<file path="src/rtl/lsrp_pkg.sv">
package lsrp_pkg;

    // Layer store geometry
    localparam int MAX_LAYERS = 256;
    localparam int DIM_BITS   = 14;
    localparam int LAYER_BITS = $clog2(MAX_LAYERS);
    localparam int LCNT_BITS  = $clog2(MAX_LAYERS + 1);
    localparam int ENTRY_BITS = 3 * DIM_BITS;

    // Shared adder operand and sum widths
    localparam int OPA_BITS = DIM_BITS + 1;
    localparam int SUM_BITS = DIM_BITS + 2;

    // Result field widths
    localparam int POS_BITS    = 13;
    localparam int PLAYER_BITS = 8;
    localparam int STATUS_BITS = 2;

    // Configuration register indexes
    localparam int CFG_ADDR_BITS = 2;
    localparam logic [CFG_ADDR_BITS-1:0] REG_ATLAS_WIDTH  = 2'd0;
    localparam logic [CFG_ADDR_BITS-1:0] REG_ATLAS_HEIGHT = 2'd1;
    localparam logic [CFG_ADDR_BITS-1:0] REG_MAX_LAYERS   = 2'd2;

    // Register reset values
    localparam logic [DIM_BITS-1:0]  ATLAS_WIDTH_RST  = DIM_BITS'(1024);
    localparam logic [DIM_BITS-1:0]  ATLAS_HEIGHT_RST = DIM_BITS'(512);
    localparam logic [LCNT_BITS-1:0] MAX_LAYERS_RST   = LCNT_BITS'(256);

    // Result status codes
    localparam logic [STATUS_BITS-1:0] ST_OK        = 2'd0;
    localparam logic [STATUS_BITS-1:0] ST_TOO_LARGE = 2'd1;
    localparam logic [STATUS_BITS-1:0] ST_FULL      = 2'd2;

    // Request to the shared add and compare unit
    typedef struct packed {
        logic [OPA_BITS-1:0] a;
        logic [DIM_BITS-1:0] b;
        logic [DIM_BITS-1:0] lim;
    } alu_req_t;

    // Answer from the shared add and compare unit
    typedef struct packed {
        logic [SUM_BITS-1:0] sum;
        logic                le;
    } alu_rsp_t;

endpackage

</file>
<file path="src/rtl/lsrp_alu.sv">
module lsrp_alu (
    input  lsrp_pkg::alu_req_t req,
    output lsrp_pkg::alu_rsp_t rsp
);
    import lsrp_pkg::*;

    logic [SUM_BITS-1:0] sum;

    // Add the operands and check the sum against the limit
    always_comb begin
        sum     = SUM_BITS'(req.a) + SUM_BITS'(req.b);
        rsp.sum = sum;
        rsp.le  = (sum <= SUM_BITS'(req.lim));
    end

endmodule

</file>
<file path="config.mk">
export PLATFORM = sky130hd
export DESIGN_NAME = lsrp_alu
export DESIGN_NICKNAME = d
export VERILOG_FILES = /design/src/rtl/lsrp_pkg.sv /design/src/rtl/lsrp_alu.sv
export SDC_FILE = /design/constraint.sdc
export NUM_CORES = 1
export LEC_CHECK = 0
export BUFFER_PORTS_ARGS = -buffer_cell sky130_fd_sc_hd__clkbuf_2
export CORE_UTILIZATION = 34
export DETAILED_ROUTE_END_ITERATION = 7
export PLACE_DENSITY = 0.7
export SETUP_SLACK_MARGIN = 0.5
export SYNTH_ARGS = -nofsm -noshare
export SYNTH_HDL_FRONTEND = slang
export SYNTH_SLANG_ARGS = --single-unit
</file>
<file path="constraint.sdc">
create_clock -name vclk -period 5.35
set_clock_uncertainty 0.1 [all_clocks]
set_input_delay 0.8025 -clock vclk [all_inputs]
set_output_delay 0.8025 -clock vclk [all_outputs]
set_load 0.02 [all_outputs]
</file>
# [After elaboration in Yosys (flattened, before gate mapping)]
# Index checks and enable logic that the tools add are counted.
[word_totals] out_inout_bits=17 inputBits=43 regBits=0
[classes] addsub=1 n_lt_le_gt_ge=1
[op_table] cell="15-bit by 14-bit adder with 16-bit output" n=1
[op_table] cell="16-bit by 14-bit less-or-equal comparator with 1-bit output" n=1

# [Depth between registers and ports, before layout]
[depth] word_depth=2 ltp_mapped=13 ltp_nobuf=13

# [Worst setup path before layout]
# No wires, ideal clock.
[synth_timing] path_kind="input to output" start="in req[14] (netlist name)" end="out rsp[0] (netlist name)" cell_stages=13 slack_ns=0.652 t_required_ns=4.448 t_arrival_ns=3.795 cell_sequence="ha_1 -> fa_1 -> a21o_1 -> a221oi_2 -> nor2_1 -> nor2_1 -> xnor2_1 -> ha_1 -> a21oi_1 -> nand2_1 -> a2111oi_0 -> a31oi_1 -> a211oi_2"
[synth_lines] element="start: declaration" line="lsrp_alu.sv:2" source="input lsrp_pkg::alu_req_t req,"
[synth_lines] element="end: declaration" line="lsrp_alu.sv:3" source="output lsrp_pkg::alu_rsp_t rsp"

==> run_results.csv <==
group,metric,value,unit
yosys,yosysMostFrequentCell,"ha_1",
timing,setup_violations,0,
drt,postRouteAntennaNets,0,
timing,slew_viol_final,0,
drt,avgRoutedWirePerCell,11.4,um
setup_path,start_kind,"input pin",
yosys,synth_top_area_cell,"ha_1",
cells_and_area,fill_cells,304,
yosys,ys_top_cells_by_count,"ha_1 (28), inv_1 (15), a21oi_1 (14)",
floorplanning,pin_count,60,
setup_path,cp.arrival,3.73,ns
cells_and_area,ff_latch_area,0,sq um
floorplanning,fp-row-count,19,
timing,fmaxAchievable,0.216,GHz
placement,port_buffers,60,
setup_path,crit_chain,"clkbuf_2 > ha_1 > fa_1 > a21o_1 > a221oi_4 > nor2_1 > nor2_1 > xnor2_1 > ha_1 > a21oi_1 > nand2_1 > a2111oi_2 > a31oi_1 > a211oi_2 > clkbuf_2",
timing,finalCritPeriodShare,0.865,
timing,final.setup.tns,0,ns
grt,track_usage,0.159,
timing,max-slew-margin-rel,0.655,
timing,post-route-min-period,4.63,ns
pwr,leakage,0.779,nW
grt,antenna_found_initial,0,
floorplanning,die_h,56.4,um
pwr,power_density,167,mW/mm^2
yosys,postSynthCellCount,135,
pwr,ir_drop,0.139,mV
setup_path,critPathMaxStageDelay,0.40,ns
drt,num_vias,1170,
floorplanning,die_area,0.00318,sq mm
cells_and_area,nNetsFinal,270,
pwr,total_power,0.229,mW
yosys,avgSynthCellArea,7.45,sq um
yosys,syn_area,0.00101,sq mm
placement,hpwl,2330,um
cells_and_area,num_antenna_cells,0,
setup_path,crit_required,4.45,ns
setup_path,crit_slowest_cell,"fa_1",
yosys,ys_seq_area_frac,0,
worst_hold_path,hold_class,"in -> out",
setup_path,cp_max_fo,4,
yosys,ys_top_cells_by_area,"ha_1 (35%), a21oi_1 (7.0%), inv_1 (5.6%), xnor2_1 (5.2%), xor2_1 (5.2%)",
grt,grt_pass1_vias,1058,
grt,overflow,0,
cells_and_area,fin_cells,227,
floorplanning,die_width,56.4,um
drt,via_per_inst,5.15,
status,status,"complete, no violations",
cells_and_area,design.seq.count,0,
yosys,synth_top_area_share,0.348,
yosys,yosysWarnings,0,
setup_path,crit_path_end_kind,"output pin",
timing,rsz0062_at_grt,"no",
cells_and_area,synthToLayoutAreaGrowth,36.2,%
drt,remaining_drc_errors,0,
floorplanning,start_util,0.362,
drt,dr.pass1.iters,4,
drt,first_iter_violations,14,
placement,dp.cells,226,
cells_and_area,clock_buffers,0,
drt,routed_wl,2590,um
yosys,syn_nets,207,
floorplanning,core_area,0.00278,sq mm
cells_and_area,drive_gt1_frac,0.342,
setup_path,path_class,"in -> out",
placement,gp_congestion,0.783,
timing,hold_violations,0,
grt,grt_pass1_wl,4330,um
grt,grt_max_degree,8,
yosys,ys_types,34,
run,maxCapViolCount,0,
timing,tightest_slew,0.515,ns
path summary, 6_finish.rpt:
check / start / endpoint / slack (ns) / cells past startpoint
setup / recovery: req[14] / rsp[0] / 0.72 / 15
hold / removal: req[42] / rsp[16] / 1.88 / 4
per-stage QoR:
stage          hold slack (ns)  utilization  setup slack [ns]  cell area [sq um]
5_1_grt                   1.90        0.493             0.502               1370
4_1_cts                   1.89        0.484             0.538               1350
6_report                  1.88        0.493             0.722               1370
3_3_place_gp              1.88        0.484             0.641               1350
2_1_floorplan             1.64            -             0.652               1010
3_5_place_dp              1.89        0.484             0.555               1350
layer usage:
layer / track usage / vias up / share of wire
met5: 0 / - / 0
met4: 0 / 0 / 0
met3: 0.0184 / 0 / 0.061
met2: 0.274 / 34 / 0.45
met1: 0.225 / 510 / 0.49
li1: - / 626 / -
cells by family after synthesis:
logic type	share of synthesized area
compound gates	0.290
xor+xnor	0.104
fa+ha+maj	0.368
buf+inv	0.0560
simple gates	0.182
area by class of cell:
cell class / instances / area (sq um) / area share
Timing Repair Buffer: 61 / 308 / 0.225
Multi-Input combinational cell: 120 / 967 / 0.706
Inverter: 15 / 56.3 / 0.0411
Tap cell: 31 / 38.8 / 0.0283
where the power goes:
| part | switching, mW | leakage [nW] | internal (mW) |
|---|---|---|---|
| sequential | 0 | 0 | 0 |
| combinational | 0.133 | 0.779 | 0.0963 |
| clock | 0 | 0 | 0 |
cells in the final DEF, fill, tap and decap left out, types with 2 or more instances in the layout:
cell type / n
clkbuf_2: 60
ha_1: 28
inv_1: 15
a21oi_1: 14
nand2_1: 12
nor2_1: 8
xnor2_1: 6
xor2_1: 6
a21o_1: 5
nand3_1: 3
and3_1: 3
o21ai_1: 3
o21ai_0: 3
o211ai_1: 2
nand4_1: 2
o21a_1: 2
a31oi_1: 2
a311oi_1: 2
nor3_1: 2
and4_1: 2
what timing repair did:
item | 4_1_cts | 5_1_grt
hold buffers | 0 | 0
hold endpoints to repair | 0 | 0
setup buffers | 0 | 1
setup endpoints to repair | 0 | 1
gates resized for setup | 0 | 3
critical path, delay by kind of cell:
| kind | cells | cell delay (ns) |
|---|---|---|
| adder cells (fa/ha/maj) | 3 | 0.89 |
| AND/OR/NAND/NOR | 3 | 0.32 |
| buffers and inverters | 2 | 0.28 |
| XOR/XNOR | 1 | 0.15 |
| AO/OA/AOI/OAI | 6 | 1.29 |
Power figures use the tool's default switching activity.
