===== config.mk =====
export PLATFORM = sky130hd
export DESIGN_NAME = lsrp_ram
export DESIGN_NICKNAME = d
export VERILOG_FILES = /design/src/rtl/lsrp_ram.sv
export SDC_FILE = /design/constraint.sdc
export NUM_CORES = 1
export LEC_CHECK = 0
export ABC_AREA = 1
export BUFFER_PORTS_ARGS = -buffer_cell sky130_fd_sc_hd__buf_4
export CAP_MARGIN = 30
export CORE_MARGIN = 1.5
export CORE_UTILIZATION = 60
export CTS_CLUSTER_SIZE = 12
export DETAILED_ROUTE_END_ITERATION = 6
export PLACE_DENSITY = 0.85
export SKIP_LAST_GASP = 1
export SYNTH_ARGS = -nofsm -noshare
export SYNTH_HDL_FRONTEND = slang
export SYNTH_SLANG_ARGS = --single-unit

===== constraint.sdc =====
create_clock -name aclk -period 1.3 [get_ports aclk]
set_input_delay 0.13 -clock aclk [delete_from_list [all_inputs] [get_ports aclk]]
set_output_delay 0.13 -clock aclk [all_outputs]
set_load 0.01 [all_outputs]

===== src/rtl/lsrp_ram.sv =====
module lsrp_ram #(
    parameter int WIDTH = 8,
    parameter int DEPTH = 16
) (
    input  logic                     aclk,
    input  logic                     we,
    input  logic [$clog2(DEPTH)-1:0] waddr,
    input  logic [WIDTH-1:0]         wdata,
    input  logic [$clog2(DEPTH)-1:0] raddr,
    output logic [WIDTH-1:0]         rdata
);

    logic [WIDTH-1:0] mem [DEPTH];
    logic [WIDTH-1:0] rdata_reg;

    // Write port and registered read port
    always_ff @(posedge aclk) begin
        if (we) begin
            mem[waddr] <= wdata;
        end
        rdata_reg <= mem[raddr];
    end

    assign rdata = rdata_reg;

endmodule


## Yosys cells after proc, flatten, opt, wreduce, memory -nomap -nowiden

Memory sizes are Yosys's and may differ from the RTL's. A register that Yosys moved wholly into a read port is not among the register bits.
Index checks and enable logic that the tools add are counted.

- Mux-type cells: 2

Operators with widths:

| operator | count |
|---|---|
| 2-to-1 mux 1 bit | 2 |

- Register bits: 0
- RAM bits: 128
- Input bits: 18
- Output and inout port bits: 8
- Logic and storage cells: 3
- Memories kept: 1

Memories:

| memory | words | width | read ports | clocked after Yosys merged registers in | write ports | RTL line | text |
|---|---|---|---|---|---|---|---|
| mem | 16 | 8 | 1 | 1 | 1 | 13 | `logic [WIDTH-1:0] mem [DEPTH];` |

## Depth between registers and ports, before layout

Gate-level depths: netlist of the first run.

- Depth in word-level cells: 2
- Depth in mapped cells: 8
- Depth with buffers taken out: 7

## Least setup slack after synthesis of the first run

No wires, ideal clock.

- Kind: input to register
- From: input waddr[2]
- To: memory mem[10][0] (enable)
- Setup time: 370 ps
- Arrival: 711 ps
- Required time: 930 ps
- Path slack: 219 ps
- Stages: 2
- Path buffers: 0
- Cells stage by stage: nand3b_1 -> nor2_1

RTL lines:

| item | RTL line | text |
|---|---|---|
| from (decl) | 7 | `input logic [$clog2(DEPTH)-1:0] waddr,` |
| to (decl) | 13 |  |

Straight into the memory's write port.

## Worst setup path in the final report of the first run

- From: register rdata_reg[6], in the netlist rdata[6] (read register of mem)
- To: output rdata[6]

RTL lines:

| item | RTL line | text |
|---|---|---|
| from (decl) | 14 | `logic [WIDTH-1:0] rdata_reg;` |
| to (decl) | 10 | `output logic [WIDTH-1:0] rdata` |

No word-level cell between the ends.

==> results.toml, run 1 <==
[clock_tree]
path_clk_slew_ns = 0.06
cts.path.max_buffers = 2
clock_sinks = 136
numCtsBuffers = 17
htree_num_levels = 4
cts_tree = "yes"
root_buffer = "clkbuf_8"
post-cts-setup-buffer-count = 0
clock_latency_ns = 0.54
post_cts_resized = 0

[power]
vdd_drop_max_uv = 921
p_leak_nw = 2.99
power.density_nw_per_um2 = 1520

[logic_synthesis]
synth-xor-area-share = 0
synth-compound-area-share = 0
synth.avg_cell_area_um2 = 10.5
syn_nets = 569
netlist_area_um2 = 5770
yosys_warnings = 0
synth_top_family_by_area = "simple AND/OR/NAND/NOR gates"
syn-instance-count = 551
yosysUniqueCellTypes = 12
yosys_register_bits = 136
yosysSeqAreaShare = 0.694
yosys-mux-area-fraction = 0
synthAdderAreaFrac = 0
synthSimpleGateAreaFrac = 0.210

[worst_setup_path]
path_buf_inv = 1
required_ns = 1.17
slowest_delay_ns = 0.33
cp-end-kind = "primary output"
path_cells = "buf_4"
crit_family = "flip-flops"
cp-start-kind = "flop"
crit_type = "flop to primary output"
slowest_stage = "dfxtp_1"
worstPathMaxFanout = 1
cp.arrival_ns = 0.99

[drt]
first_iter_violations = 410
avgRoutedWirePerCell_um = 17.8
dr.pass1.iters = 7
viasPerCell = 5.41
via_count = 4028
drtAntennaViolNets = 0
drc = 0
drt_wl_total_um = 13300

[placed_design]
gp_congestion = 0.923
dp_hpwl_um = 7500
placed_cells = 703
portBuffers = 25

[finish]
area_growth_pct = 18.7
final_cells = 744
layout.nets = 620
fin_util = 0.738
final_cell_mix = "nand2_1 (173), edfxtp_1 (128), inv_1 (100)"
final_common_cell = "nand2_1"
antenna_cells = 0
drive_above_1_share = 0.128
largest_reg_flops = 128

[floorplan]
initial_core_util = 0.621
fp.dieW_um = 101
ios = 26
dieHeight_um = 101
dieArea_um2 = 10200
core_um2 = 9280
rows = 35

[grt]
overflow = 0
track_usage = 0.289
grt_antenna_before_repair = 0
grt_max_degree = 65
grt_pass1_vias = 4014
grt_pass1_wl_um = 21000

[sta]
tns_ns = 0
rsz0062_at_grt = "false"
hold_viol = 0
period_share = 0.864
finalSetupViolations = 0
worst_pin_slew_ns = 0.411
slew_viol_final = 0
slew_headroom = 0.726
clock_skew_ns = 0.0151
period_needed_ns = 1.12
maxClockFrequency_ghz = 0.891
fin_hold_ws_ns = 0.0740

[min_path]
hold_class = "input port to flop"

[outcome]
status = "finished, final reports clean"

[flow_run]
cap_violations = 0
[power by group]
part           internal (mW)  leakage [nW]  switching [mW]
Sequential              4.90          1.22          0.0296
Combinational          0.237          1.48           0.448
Clock                   2.95         0.283            1.85
Total                   8.08          2.99            2.33
[logic make-up after synthesis]
kind of cell           count (synthesis)
buffers and inverters                126
DFF                                  136
and+or+nand+nor                      289
[repair_timing]
item	4_1_cts	5_1_grt
hold buffers	9	0
endpoints found under the setup margin	0	0
hold endpoints to repair	136	0
[routing by layer]
metal | vias up | track usage | share of wire
met1 | 1866 | 0.389 | 0.40
met2 | 259 | 0.447 | 0.48
met4 | 0 | 0.132 | 0.026
met5 | - | 0 | 0
li1 | 1872 | - | -
met3 | 31 | 0.0742 | 0.099
[per-stage QoR]
| step | setup WS, ns | area, µm² | power (mW) |
|---|---|---|---|
| after floorplan | 0.219 | 5770 | 5.38 |
| final | 0.177 | 6850 | 10.4 |
| after global routing | 0.132 | 6850 | 10.7 |
| after CTS | 0.169 | 6850 | 10.4 |
| after detailed placement | 0.138 | 6160 | 5.66 |
| after global placement | 0.148 | 6160 | 5.64 |
[worst paths after layout]
path / slack (ns) / endpoint / depth (start not counted) / from
hold reg to reg: 0.72 / rdata[2] / 6 / mem[12][2]
setup reg to reg: 0.22 / rdata[2] / 6 / mem[1][2]
hold / removal: 0.07 / rdata[0] / 4 / raddr[2]
setup / recovery: 0.18 / rdata[6] / 1 / rdata[6]
[cells in the mapped netlist (all sizes together)]
cell,number,area share
nand2,173,0.11
nand3b,2,0.0026
edfxtp,128,0.67
buf,24,0.029
nor2,17,0.011
dfxtp,8,0.028
inv,102,0.066
nand3,97,0.084
[layout make-up]
cell class / instances / area [µm²]
Sequential cell: 136 / 4000
Tap cell: 129 / 161
Timing Repair Buffer: 56 / 493
Clock buffer: 19 / 422
Multi-Input combinational cell: 289 / 1210
Fill cell: 590 / 2440
Inverter: 102 / 383
Clock inverter: 13 / 171
No activity file was read; power rests on OpenSTA's default activity.
==> run 2: changes to the inputs <==
- PLACE_DENSITY: 0.85 -> 0.78
==> run 2 against run 1 <==
Net effect:
- first-iteration DRC count fell by 18%
- clock skew rose by 0.0035 ns
- die area did not move
- core utilization rose by 0.13 points
- clock power fell by 3%
- cell count rose by 0.54%
- critical path depth did not move
- maximum frequency fell by 0.10%
==> results.toml, run 2 (synthesized netlist as in run 1, its figures left out) <==
[outcome]
status = "finished, final reports clean"

[worst_setup_path]
path_buf_inv = 1
path_cells = "buf_4"
slowest_stage = "dfxtp_1"
cp-start-kind = "flop"
required_ns = 1.17
cp.arrival_ns = 0.99
reg2reg_setup_slack_ns = 0.27
crit_family = "flip-flops"
cp-end-kind = "primary output"
crit_cells = 1
slowest_delay_ns = 0.34
r2r-start = "mem[1][0]"
timing.rr.end = "rdata[0]"
crit_type = "flop to primary output"
worstPathMaxFanout = 1
ff2ff_path_depth = 6

[floorplan]
core_um2 = 9280
initial_core_util = 0.621
fp.dieW_um = 101
dieHeight_um = 101
rows = 35
ios = 26
dieArea_um2 = 10200

[finish]
final_area_um2 = 6860
antenna_cells = 0
final_cell_mix = "nand2_1 (173), edfxtp_1 (128), inv_1 (100)"
final_common_cell = "nand2_1"
largest_reg_flops = 128
final_cells = 748
area_growth_pct = 19.0
layout.nets = 624
drive_above_1_share = 0.131
fillers = 617

[placed_design]
placed_area_um2 = 6190
gp_congestion = 0.977
placed_cells = 707
preCtsSetupSlack_ns = 0.102
portBuffers = 25
dp_hpwl_um = 7610

[clock_tree]
path_clk_slew_ns = 0.06
clock_latency_ns = 0.52
cts.path.max_buffers = 2
numCtsBuffers = 17
post_cts_resized = 0
clock_sinks = 136
cts_tree = "yes"
root_buffer = "clkbuf_8"
htree_num_levels = 4

[sta]
maxClockFrequency_ghz = 0.890
rsz0062_at_grt = "false"
slew_headroom = 0.802
tns_ns = 0
slew_viol_final = 0
worst_pin_slew_ns = 0.297
hold_viol = 0
finalSetupViolations = 0
setup_ws_ns = 0.176
period_share = 0.865
clock_skew_ns = 0.0186
period_needed_ns = 1.12
fin_hold_ws_ns = 0.0552

[drt]
viasPerCell = 5.26
first_iter_violations = 337
via_count = 3934
drt_wl_total_um = 12600
avgRoutedWirePerCell_um = 16.8
drtAntennaViolNets = 0
dr.pass1.iters = 5
drc = 0

[grt]
overflow = 0
grt_pass1_vias = 4072
grt_antenna_before_repair = 0
grt_pass1_wl_um = 20200
grt_max_degree = 33
track_usage = 0.275

[min_path]
hp-start = "raddr[2]"
min_to = "rdata[7]"
whs_path_depth = 4
hold_class = "input port to flop"

[flow_run]
cap_violations = 0

[power]
power.density_nw_per_um2 = 1500
vdd_drop_max_uv = 956
p_leak_nw = 3.00
## run 2: changes by cell type in the layout (fill, tap and decap cells not counted)
cell | previous run | this run
clkinv_1 | 0 | 3
clkinv_2 | 1 | 3
inv_6 | 3 | 0
clkinv_4 | 4 | 3
buf_4 | 43 | 47
clkbuf_1 | 2 | 1
## run 2: worst max path at each step
stage	from	endpoint	slack [ns]
after floorplan	waddr[2]	mem[10][0]	0.22
after global placement	raddr[0]	rdata[6]	0.16
after detailed placement	raddr[0]	rdata[6]	0.10
after CTS	rdata[7]	rdata[7]	0.16
after global routing	rdata[7]	rdata[7]	0.14
final	rdata[2]	rdata[2]	0.18
## run 2: cell type report
cell class              count  area (µm²)  share of cell area
clock inverters            14         158              0.0230
flip-flops and latches    136        4000               0.584
inverters                 102         383              0.0558
well taps                 129         161              0.0235
repair buffers             60         523              0.0762
multi-input cells         289        1210               0.177
clock buffers              18         418              0.0609
## run 2: repair_timing
action                                 in CTS  in global routing
setup buffers                               0                  0
hold buffers                                9                  0
endpoints found under the hold margin     136                  0
## run 2: where the power goes
part	switching (mW)	total [mW]	leakage, nW	internal [mW]
Clock	1.75	4.64	0.277	2.89
Combinational	0.439	0.685	1.50	0.246
Sequential	0.0311	4.93	1.22	4.90
## run 2: per-stage QoR
stage / power, mW / utilization
finish: 10.3 / 0.739
floorplan: 5.38 / -
detailed placement: 5.68 / 0.667
global placement: 5.65 / 0.667
CTS: 10.3 / 0.739
global route: 10.5 / 0.739
## run 2: per-layer routing
layer,part of all wire,global-route usage
met3,0.075,0.0735
met2,0.50,0.454
met5,0,0
met1,0.40,0.346
met4,0.023,0.120
